`src/sv/lfe_pkg.sv`:
```
// Shared types and constants for the LLDP frame field extractor.
// No dependencies; imported by every module of the block.
package lfe_pkg;

  localparam int unsigned ScanLimit = 512;
  localparam logic [9:0]  OffMax    = 10'd1023;
  localparam logic [3:0]  IdxMax    = 4'd15;

  localparam int unsigned CfgIdxW  = 2;
  localparam int unsigned CfgDataW = 6;

  // signature bytes and search pattern
  localparam logic [7:0]  SigByte2   = 8'h01;
  localparam logic [7:0]  SigByte3   = 8'd128;
  localparam logic [7:0]  SigByte4   = 8'd194;
  localparam logic [7:0]  SigByte7   = 8'd14;
  localparam logic [31:0] VlanPattern = 32'h0080_C201;

  localparam logic [5:0] RstTlvStart = 6'd16;
  localparam logic [2:0] RstPortOrd  = 3'd3;
  localparam logic [2:0] RstDescOrd  = 3'd4;

  typedef enum logic [CfgIdxW-1:0] {
    CfgTlvStart = 2'd0,
    CfgPortOrd  = 2'd1,
    CfgDescOrd  = 2'd2
  } cfg_idx_e;

  typedef struct packed {
    logic [7:0] data_byte;
    logic       first_byte;
    logic       last_byte;
  } in_word_t;

  typedef struct packed {
    logic        text_valid;
    logic        text_tag;
    logic [7:0]  text_char;
    logic        text_end;
    logic        summary_valid;
    logic        is_lldp;
    logic        vlan_found;
    logic [15:0] vlan_id;
  } result_t;

endpackage

```
`src/sv/lfe_in_reg.sv`:
```
// Input register slice of the LLDP frame field extractor.
// Depends on lfe_pkg for the input word type.
module lfe_in_reg import lfe_pkg::*; (
  input  logic     clk_i,
  input  logic     rst_ni,
  input  logic     in_valid_i,
  output logic     in_ready_o,
  input  in_word_t in_word_i,
  input  logic     take_i,
  output logic     valid_o,
  output in_word_t word_o
);

  logic     valid_q;
  in_word_t word_q;

  assign in_ready_o = !valid_q || take_i;
  assign valid_o    = valid_q;
  assign word_o     = word_q;

  always_ff @(posedge clk_i or negedge rst_ni) begin
    if (!rst_ni) begin
      valid_q <= 1'b0;
    end else if (in_ready_o) begin
      valid_q <= in_valid_i;
    end
  end

  always_ff @(posedge clk_i) begin
    if (in_ready_o && in_valid_i) begin
      word_q <= in_word_i;
    end
  end

endmodule

```
`src/sv/lfe_parse.sv`:
```
// Parsing core: configuration registers, per-buffer state and the
// combinational update for one word. Depends on lfe_pkg.
module lfe_parse import lfe_pkg::*; (
  input  logic                clk_i,
  input  logic                rst_ni,
  input  logic                cfg_we_i,
  input  logic [CfgIdxW-1:0]  cfg_idx_i,
  input  logic [CfgDataW-1:0] cfg_wdata_i,
  input  logic                item_valid_i,
  input  in_word_t            item_i,
  input  logic                room_i,
  output logic                take_o,
  output logic                res_valid_o,
  output result_t             res_o
);

  logic [5:0] cfg_start_q;
  logic [2:0] cfg_port_q;
  logic [2:0] cfg_desc_q;

  logic [9:0]  off_q, off_d;
  logic        lldp_q, lldp_d;
  logic [9:0]  ntlv_q, ntlv_d;
  logic [3:0]  tidx_q, tidx_d;
  logic        thi_q, thi_d;
  logic [8:0]  trem_q, trem_d;
  logic        twhich_q, twhich_d;
  logic [39:0] win_q, win_d;
  logic [8:0]  vrem_q, vrem_d;
  logic [15:0] vacc_q, vacc_d;
  logic        vseen_q, vseen_d;

  // state as seen by this word, after a possible buffer start
  logic [9:0]  off_s;
  logic        lldp_s;
  logic [9:0]  ntlv_s;
  logic [3:0]  tidx_s;
  logic        thi_s;
  logic [8:0]  trem_s;
  logic        twhich_s;
  logic [39:0] win_s;
  logic [8:0]  vrem_s;
  logic [15:0] vacc_s;
  logic        vseen_s;

  logic [7:0]  b;
  logic        in_scan;
  logic [8:0]  tlen;
  logic [10:0] nx;
  logic        tv, tend;
  logic [7:0]  plen;

  assign take_o = item_valid_i && room_i;
  assign b      = item_i.data_byte;

  always_ff @(posedge clk_i or negedge rst_ni) begin
    if (!rst_ni) begin
      cfg_start_q <= RstTlvStart;
      cfg_port_q  <= RstPortOrd;
      cfg_desc_q  <= RstDescOrd;
    end else if (cfg_we_i) begin
      case (cfg_idx_i)
        CfgTlvStart: cfg_start_q <= cfg_wdata_i;
        CfgPortOrd:  cfg_port_q  <= cfg_wdata_i[2:0];
        CfgDescOrd:  cfg_desc_q  <= cfg_wdata_i[2:0];
        default: ;
      endcase
    end
  end

  always_comb begin
    if (item_i.first_byte) begin
      off_s    = '0;
      lldp_s   = 1'b0;
      ntlv_s   = {4'd0, cfg_start_q};
      tidx_s   = '0;
      thi_s    = 1'b0;
      trem_s   = '0;
      twhich_s = 1'b0;
      win_s    = '0;
      vrem_s   = '0;
      vacc_s   = '0;
      vseen_s  = 1'b0;
    end else begin
      off_s    = off_q;
      lldp_s   = lldp_q;
      ntlv_s   = ntlv_q;
      tidx_s   = tidx_q;
      thi_s    = thi_q;
      trem_s   = trem_q;
      twhich_s = twhich_q;
      win_s    = win_q;
      vrem_s   = vrem_q;
      vacc_s   = vacc_q;
      vseen_s  = vseen_q;
    end
  end

  always_comb begin
    lldp_d   = lldp_s;
    ntlv_d   = ntlv_s;
    tidx_d   = tidx_s;
    thi_d    = thi_s;
    trem_d   = trem_s;
    twhich_d = twhich_s;
    win_d    = win_s;
    vrem_d   = vrem_s;
    vacc_d   = vacc_s;
    vseen_d  = vseen_s;
    tv       = 1'b0;
    tend     = 1'b0;
    in_scan  = off_s < 10'(ScanLimit);
    tlen     = {thi_s, b};
    nx       = {1'b0, ntlv_s} + 11'd2 + {2'd0, tlen};
    plen     = 8'd0;

    if (in_scan) begin
      case (off_s)
        10'd2:   lldp_d = (b == SigByte2);
        10'd3:   lldp_d = lldp_s && (b == SigByte3);
        10'd4:   lldp_d = lldp_s && (b == SigByte4);
        10'd7:   lldp_d = lldp_s && (b == SigByte7);
        default: ;
      endcase

      if (trem_s != 9'd0) begin
        tv     = 1'b1;
        tend   = (trem_s == 9'd1);
        trem_d = trem_s - 9'd1;
      end else if (off_s == ntlv_s) begin
        thi_d = b[0];
      end else if (ntlv_s < OffMax && off_s == ntlv_s + 10'd1) begin
        // type/length header complete: pick capture and jump to next tlv
        if (tidx_s == {1'b0, cfg_port_q}) begin
          trem_d   = tlen;
          twhich_d = 1'b0;
        end else if (tidx_s == {1'b0, cfg_desc_q}) begin
          trem_d   = tlen;
          twhich_d = 1'b1;
        end
        ntlv_d = (nx > {1'b0, OffMax}) ? OffMax : nx[9:0];
        if (tidx_s < IdxMax) begin
          tidx_d = tidx_s + 4'd1;
        end
      end

      if (vrem_s != 9'd0) begin
        vacc_d = {vacc_s[7:0], b};
        vrem_d = vrem_s - 9'd1;
      end

      win_d = {win_s[31:0], b};
      if (!vseen_s && off_s >= 10'd3 && win_d[31:0] == VlanPattern) begin
        plen    = win_d[39:32];
        vseen_d = 1'b1;
        vacc_d  = '0;
        vrem_d  = (plen >= 8'd4) ? {1'b0, plen - 8'd4} : 9'd0;
      end
    end

    off_d = (off_s < OffMax) ? off_s + 10'd1 : off_s;

    res_valid_o         = tv || item_i.last_byte;
    res_o.text_valid    = tv;
    res_o.text_tag      = tv ? twhich_s : 1'b0;
    res_o.text_char     = tv ? b : 8'd0;
    res_o.text_end      = tend;
    res_o.summary_valid = item_i.last_byte;
    res_o.is_lldp       = item_i.last_byte && lldp_d && (off_s >= 10'd7);
    res_o.vlan_found    = item_i.last_byte && vseen_d;
    res_o.vlan_id       = (item_i.last_byte && vseen_d) ? vacc_d : 16'd0;
  end

  always_ff @(posedge clk_i or negedge rst_ni) begin
    if (!rst_ni) begin
      off_q    <= '0;
      lldp_q   <= 1'b0;
      ntlv_q   <= {4'd0, RstTlvStart};
      tidx_q   <= '0;
      thi_q    <= 1'b0;
      trem_q   <= '0;
      twhich_q <= 1'b0;
      win_q    <= '0;
      vrem_q   <= '0;
      vacc_q   <= '0;
      vseen_q  <= 1'b0;
    end else if (take_o) begin
      if (item_i.last_byte) begin
        // next buffer starts fresh with the offset in force now
        off_q    <= '0;
        lldp_q   <= 1'b0;
        ntlv_q   <= {4'd0, cfg_start_q};
        tidx_q   <= '0;
        thi_q    <= 1'b0;
        trem_q   <= '0;
        twhich_q <= 1'b0;
        win_q    <= '0;
        vrem_q   <= '0;
        vacc_q   <= '0;
        vseen_q  <= 1'b0;
      end else begin
        off_q    <= off_d;
        lldp_q   <= lldp_d;
        ntlv_q   <= ntlv_d;
        tidx_q   <= tidx_d;
        thi_q    <= thi_d;
        trem_q   <= trem_d;
        twhich_q <= twhich_d;
        win_q    <= win_d;
        vrem_q   <= vrem_d;
        vacc_q   <= vacc_d;
        vseen_q  <= vseen_d;
      end
    end
  end

`ifndef SYNTHESIS
  a_last_restarts: assert property (@(posedge clk_i) disable iff (!rst_ni)
    take_o && item_i.last_byte |=> off_q == 10'd0 && !vseen_q && trem_q == 9'd0)
    else $error("state not cleared after last word");

  a_vlan_after_pattern: assert property (@(posedge clk_i) disable iff (!rst_ni)
    vrem_q != 9'd0 |-> vseen_q)
    else $error("vlan bytes pending without pattern match");

  a_text_after_header: assert property (@(posedge clk_i) disable iff (!rst_ni)
    trem_q != 9'd0 |-> tidx_q != 4'd0)
    else $error("text capture pending before any tlv header");
`endif

endmodule

```
`src/sv/lfe_out_reg.sv`:
```
// Output register of the LLDP frame field extractor; packs the result word.
// Depends on lfe_pkg for the result type.
module lfe_out_reg import lfe_pkg::*; (
  input  logic        clk_i,
  input  logic        rst_ni,
  input  logic        load_i,
  input  logic        load_valid_i,
  input  result_t     res_i,
  output logic        room_o,
  output logic        m_axis_tvalid_o,
  input  logic        m_axis_tready_i,
  output logic [31:0] m_axis_tdata_o,
  output logic        m_axis_tuser_o,
  output logic        m_axis_tlast_o
);

  logic    valid_q;
  result_t res_q;

  assign room_o          = !valid_q || m_axis_tready_i;
  assign m_axis_tvalid_o = valid_q;
  assign m_axis_tdata_o  = {4'd0, res_q.vlan_id, res_q.vlan_found, res_q.is_lldp,
                            res_q.text_end, res_q.text_char, res_q.text_valid};
  assign m_axis_tuser_o  = res_q.text_tag;
  assign m_axis_tlast_o  = res_q.summary_valid;

  always_ff @(posedge clk_i or negedge rst_ni) begin
    if (!rst_ni) begin
      valid_q <= 1'b0;
    end else if (load_i) begin
      valid_q <= load_valid_i;
    end else if (m_axis_tready_i) begin
      valid_q <= 1'b0;
    end
  end

  always_ff @(posedge clk_i) begin
    if (load_i) begin
      res_q <= res_i;
    end
  end

endmodule

```
`src/sv/lldp_frame_field_extractor_unit.sv`:
```
// Top level of the LLDP frame field extractor.
// Depends on lfe_pkg, lfe_in_reg, lfe_parse and lfe_out_reg.

// Takes one buffer byte per cycle unless the output stalls (2-byte length
// prefix, then the Ethernet frame), first byte flagged on tuser, final byte
// on tlast. It sustains one byte per clock while m_axis_tready holds: each
// byte goes input register -> combinational parse update -> output register,
// and its result word is held in the output register until taken. The
// per-byte state update in the parse core is combinational. A result word is
// produced for every captured TLV value byte and for every final byte (summary
// on tlast); other bytes produce nothing. A TLV start offset write takes effect
// at the next buffer start; ordinal writes apply from the next TLV header.
module lldp_frame_field_extractor_unit import lfe_pkg::*; (
  input  logic                clk_i,
  input  logic                rst_ni,
  input  logic                cfg_we_i,
  input  logic [CfgIdxW-1:0]  cfg_idx_i,
  input  logic [CfgDataW-1:0] cfg_wdata_i,
  input  logic                s_axis_tvalid_i,
  output logic                s_axis_tready_o,
  input  logic [7:0]          s_axis_tdata_i,  // data_byte
  input  logic                s_axis_tuser_i,  // first_byte
  input  logic                s_axis_tlast_i,  // last_byte
  output logic                m_axis_tvalid_o,
  input  logic                m_axis_tready_i,
  // text_valid, text_char[7:0], text_end, is_lldp, vlan_found, vlan_id[15:0], zero pad
  output logic [31:0]         m_axis_tdata_o,
  output logic                m_axis_tuser_o,  // text_tag
  output logic                m_axis_tlast_o   // summary_valid
);

  in_word_t in_word, item;
  logic     item_valid, take, room, res_valid;
  result_t  res;

  assign in_word.data_byte  = s_axis_tdata_i;
  assign in_word.first_byte = s_axis_tuser_i;
  assign in_word.last_byte  = s_axis_tlast_i;

  lfe_in_reg u_in_reg (
    .clk_i      (clk_i),
    .rst_ni     (rst_ni),
    .in_valid_i (s_axis_tvalid_i),
    .in_ready_o (s_axis_tready_o),
    .in_word_i  (in_word),
    .take_i     (take),
    .valid_o    (item_valid),
    .word_o     (item)
  );

  lfe_parse u_parse (
    .clk_i        (clk_i),
    .rst_ni       (rst_ni),
    .cfg_we_i     (cfg_we_i),
    .cfg_idx_i    (cfg_idx_i),
    .cfg_wdata_i  (cfg_wdata_i),
    .item_valid_i (item_valid),
    .item_i       (item),
    .room_i       (room),
    .take_o       (take),
    .res_valid_o  (res_valid),
    .res_o        (res)
  );

  lfe_out_reg u_out_reg (
    .clk_i           (clk_i),
    .rst_ni          (rst_ni),
    .load_i          (take),
    .load_valid_i    (res_valid),
    .res_i           (res),
    .room_o          (room),
    .m_axis_tvalid_o (m_axis_tvalid_o),
    .m_axis_tready_i (m_axis_tready_i),
    .m_axis_tdata_o  (m_axis_tdata_o),
    .m_axis_tuser_o  (m_axis_tuser_o),
    .m_axis_tlast_o  (m_axis_tlast_o)
  );

endmodule

```
`config.mk`:
```
export PLATFORM = sky130hd
export DESIGN_NAME = lldp_frame_field_extractor_unit
export DESIGN_NICKNAME = d
export VERILOG_FILES = /design/src/sv/lfe_pkg.sv /design/src/sv/lfe_in_reg.sv /design/src/sv/lfe_parse.sv /design/src/sv/lfe_out_reg.sv /design/src/sv/lldp_frame_field_extractor_unit.sv
export SDC_FILE = /design/constraint.sdc
export NUM_CORES = 1
export LEC_CHECK = 0
export BUFFER_PORTS_ARGS = -buffer_cell sky130_fd_sc_hd__buf_4
export CAP_MARGIN = 5
export CORE_UTILIZATION = 65
export DETAILED_ROUTE_END_ITERATION = 8
export PLACE_DENSITY = 0.91
export RECOVER_POWER = 25
export REMOVE_ABC_BUFFERS = 1
export SLEW_MARGIN = 20
export SYNTH_ARGS = -nofsm -noshare
export SYNTH_HDL_FRONTEND = slang
export SYNTH_SLANG_ARGS = --single-unit
export TNS_END_PERCENT = 50
```
`constraint.sdc`:
```
create_clock -name clk_i -period 8.9 [get_ports clk_i]
set_input_delay 1.78 -clock clk_i [delete_from_list [all_inputs] [get_ports clk_i]]
set_output_delay 1.78 -clock clk_i [all_outputs]
set_load 0.02 [all_outputs]
```
==> summary.txt <==
Floorplan
  • Die Wd: 114.6 um
  • DIE HEIGHT: around 110 um
  • Num rows: 40
  • DIE AREA: 13140 sq um
  • CORE AREA: 12210 sq um
  • Starting Density: 67.53%
  • IO Pins: 59

Routing
  • Via count: 7348
  • Detailed-route DRC error count: 0
  • Initial DRT Pass Iterations: 5
  • DRT antenna net count: 0
  • Detailed Route WL: 22360 um
  • WL/cell: 20.86 um
  • First DRT Iteration DRCs: 1048
  • Via density per instance: just under 7

Power
  • Peak supply drop: 0.0001894 V
  • PD cells: 244.6 nW/um^2
  • Flop pwr share: 41.0%
  • Int Power: 1441 uW
  • Sw Ratio: 36.03%
  • Switching pwr: just over 800 uW
  • Combinational share of power: 28.9%
  • Clk pwr share: 30.2%
  • P_leak: 0.003830 uW

Global route
  • First-pass GRT wire length: 35820 um
  • Pin count of the biggest net entering global routing: 73
  • GRT Util Overall: 36.22%
  • Gr ovfl total: 0
  • Grt met1 use: 47.28%
  • Vias in the first global route: between 6000 and 7000
  • Initial antenna violation count: 0
  • Met2 Usage GRT: 56.48%
  • GR peak layer: met2
  • GR Layer Usage met3: 9.264%

Setup path
  • Crit path top cell by count: nand2_1
  • Internal reg-to-reg setup slack: 4.36 ns
  • Max incr delay on CP: 0.86 ns
  • Startpoint types: input pin
  • Cells along the critical path: clkbuf_4, nand2b_1, nand2_1, nor2_1, nand2_1, nor3_1, a22o_1
  • WS Path Type: in2reg
  • Critical path buffers and inverters: 1
  • Crit end category: flip-flop
  • Crit path DAT: 4.96 ns
  • Required time worst endpoint: 9.26 ns
  • Crit Path Max Fanout: 22
  • Slowest CP cell: nor3_1
  • Critical path's top delay family: simple AND/OR/NAND/NOR gates

Finish
  • Fillers: 851
  • Final #Nets: 942
  • Synth-to-Final Area Change: 11.70%
  • Fin util: 75.43%
  • Fin cells: 1072
  • Diodes inserted: 0
  • Layout cells sized above 1: 11.28%

Timing
  • Headroom to the max-slew limit: -30.97%
  • Period minus WS final: 4.596 ns
  • Fmax: 0.2176 GHz
  • Setup TNS: 0 ns
  • Final hold vios: 0
  • Min Hold Slack: 0.4876 ns
  • Final Setup Violations: 0
  • Max Clock Skew: 0.007295 ns
  • RSZ-0062 raised after global routing: false
  • Worst-Margin Slew: approximately 2.0 ns
  • Final period util: about half
  • Pins over their slew limit: 38

Logic synthesis
  • Main synth FF type: dfrtp_1
  • Post-synthesis cell area: roughly 8200 sq um
  • Yosys cell types: 74
  • Average cell area after synthesis: ~9.6 sq um
  • Register area share after synthesis: 47.41%
  • Synth Instances: 861
  • FF+latch count, synth: roughly 150
  • Yosys warning count: 0
  • Async set-or-reset flop fraction in the synthesized netlist: 72.97%
  • EDFF count, synth: 40

Job
  • Max Cap Viol: 1

Clock tree
  • Clock-pin slew on the worst setup and hold paths: 0.06 ns
  • Setup bufs post-CTS: 0
  • TritonCTS clock tree: yes
  • Clock Latency Late Sink: 0.43 ns
  • Post-cts hold buffer count: 0
  • Num CTS Buffers: 17
  • H-tree depth: 4
  • Root Buffer: clkbuf_16
  • Post_cts resized: 0
  • Clk sinks: 148
  • Clock Tree Buf Depth: 2

Place
  • Post-Place Cells: 1040
  • Port-buffer cells: 54
  • Gpl congestion: roughly 0.94
  • Post-detail-place hpwl: 14160 um

Status
  • Failing checks: max-capacitance violations, max-slew violations
  • Status: finished, violations left

Hold path
  • Hold Crit Class: reg2reg
[power by group through the flow]
stage	sequential (uW)	clock (uW)	combinational, uW
final	923	680	650
after global routing	931	711	709
after CTS	917	681	651
after detailed placement	924	0	643
after global placement	924	0	620
after floorplan	937	0	410
[area by class of cell]
type / count / area, sq um / share of cell area (%)
well taps: 168 / 210.2 / 2.282
flip-flops and latches: 148 / 3910 / 42.45
clock buffers: 20 / 446.7 / 4.849
inverters: 30 / 112.6 / 1.222
clock inverters: 12 / 103.9 / 1.127
multi-input cells: 631 / 4026 / 43.71
repair buffers: 63 / 401.6 / 4.360
[sequential cells by signal (all words and copies together), names as in the netlist]
| name | cells |
|---|---|
| u_parse.win_q | 32 |
| u_out_reg.m_axis_tdata_o | 28 |
| u_parse.vacc_q | 16 |
| u_in_reg.word_o | 10 |
| u_parse.ntlv_q | 10 |
| u_parse.off_q | 10 |
| u_parse.trem_q | 9 |
| u_parse.vrem_q | 9 |
| u_parse.cfg_start_q | 6 |
| u_parse.tidx_q | 4 |
| u_parse.cfg_desc_q | 3 |
| u_parse.cfg_port_q | 3 |
| u_in_reg.valid_o | 1 |
| u_out_reg.m_axis_tlast_o | 1 |
| u_out_reg.m_axis_tuser_o | 1 |
| u_out_reg.m_axis_tvalid_o | 1 |
| u_parse.lldp_q | 1 |
| u_parse.thi_q | 1 |
| u_parse.twhich_q | 1 |
| u_parse.vseen_q | 1 |
[worst register-to-register path, stage by stage, from the launching register on]
cell	delay [ns]
edfxtp_1	0.34
buf_4	0.59
inv_2	0.58
nand2_1	0.31
ha_1	0.24
nand2_1	0.19
or2_0	0.57
nor3_1	0.93
nand2_1	0.29
o2bb2ai_1	0.21
nor3b_1	0.20
[synth_stat cells, drive strengths merged (7+ instances only)]
cell	n	share of area, %
a211oi	7	0.64
a21oi	60	3.6
a22o	50	5.3
a31oi	9	0.68
and3	21	1.6
buf	12	0.88
clkbuf	43	2.0
dfrtp	103	31
edfxtp	40	15
ha	27	4.1
inv	30	1.4
mux2	14	1.9
nand2	89	4.1
nand2b	9	0.68
nand3	20	1.2
nand4	9	0.68
nor2	69	3.2
nor2b	10	0.76
nor3	29	1.8
nor4	14	1.1
o21ai	58	3.5
o31ai	10	0.91
xnor2	22	2.3
[cell families (layout without fill, tap and decap cells)]
logic type                 Yosys count  in the layout  share of synthesized area, %
DFF                                148            148                         47.41
adders and majority gates           28             28                         4.339
and+or+nand+nor                    301            301                         17.86
muxes                               17             17                         2.276
AOI/OAI and AO/OA                  254            254                         20.98
xor gates and xnor gates            27             27                         2.867
buffers and inverters               85            125                         4.218
other                                1              4                       0.04547
[cell usage in the layout, fill, tap and decap left out, types with 5 or more instances in the layout]
master       n
a22o_1      50
o21ai_0     52
o221ai_1     5
o31ai_1     10
nor2b_1     10
clkbuf_4    11
and3_1      21
dfstp_2      5
nor2_1      68
o211ai_1     6
o22ai_1      5
clkbuf_16   17
nand3_1     20
a31oi_1      9
clkbuf_1    21
nand3b_1     5
nor4_1      13
a211oi_1     7
buf_4       33
a21oi_1     60
edfxtp_1    40
dfrtp_1    103
nand2b_1     9
xor2_1       5
inv_1       28
mux2_2      14
nand4_1      9
nor3_1      28
nand2_1     89
xnor2_1     22
ha_1        27
[worst paths after layout]
kind                                                    from                       endpoint  cells after the start
min in group asynchronous                             rst_ni  u_parse.win_q[10]$_DFFE_PN0P_                      1
worst min-delay path              u_parse.lldp_q$_DFFE_PN0P_     u_parse.lldp_q$_DFFE_PN0P_                      2
worst min register to register    u_parse.lldp_q$_DFFE_PN0P_     u_parse.lldp_q$_DFFE_PN0P_                      2
worst max-delay path                         m_axis_tready_i  u_parse.vacc_q[1]$_DFFE_PN0P_                      7
worst max register to register  u_in_reg.word_o[1]$_DFFE_PP_   u_parse.twhich_q$_DFFE_PN0P_                     10
max in group asynchronous                             rst_ni   u_parse.off_q[4]$_DFFE_PN0P_                      2
[metal layers]
metal | wire, um | part of all wire [%]
met5 | 0 | 0
met4 | 929 | 4.2
met3 | 2373 | 11
met2 | 10510 | 47
met1 | 8552 | 38
[through the flow]
stage / cell area [sq um] / setup slack [ns] / power (uW)
4_1_cts: 9279 / 4.522 / 2248
5_1_grt: 9211 / 4.175 / 2352
6_report: 9211 / 4.304 / 2253
2_1_floorplan: 8023 / 3.307 / 1347
3_5_place_dp: 8728 / 4.083 / 1567
3_3_place_gp: 8728 / 4.130 / 1544
(Power assumes the default switching activity.)
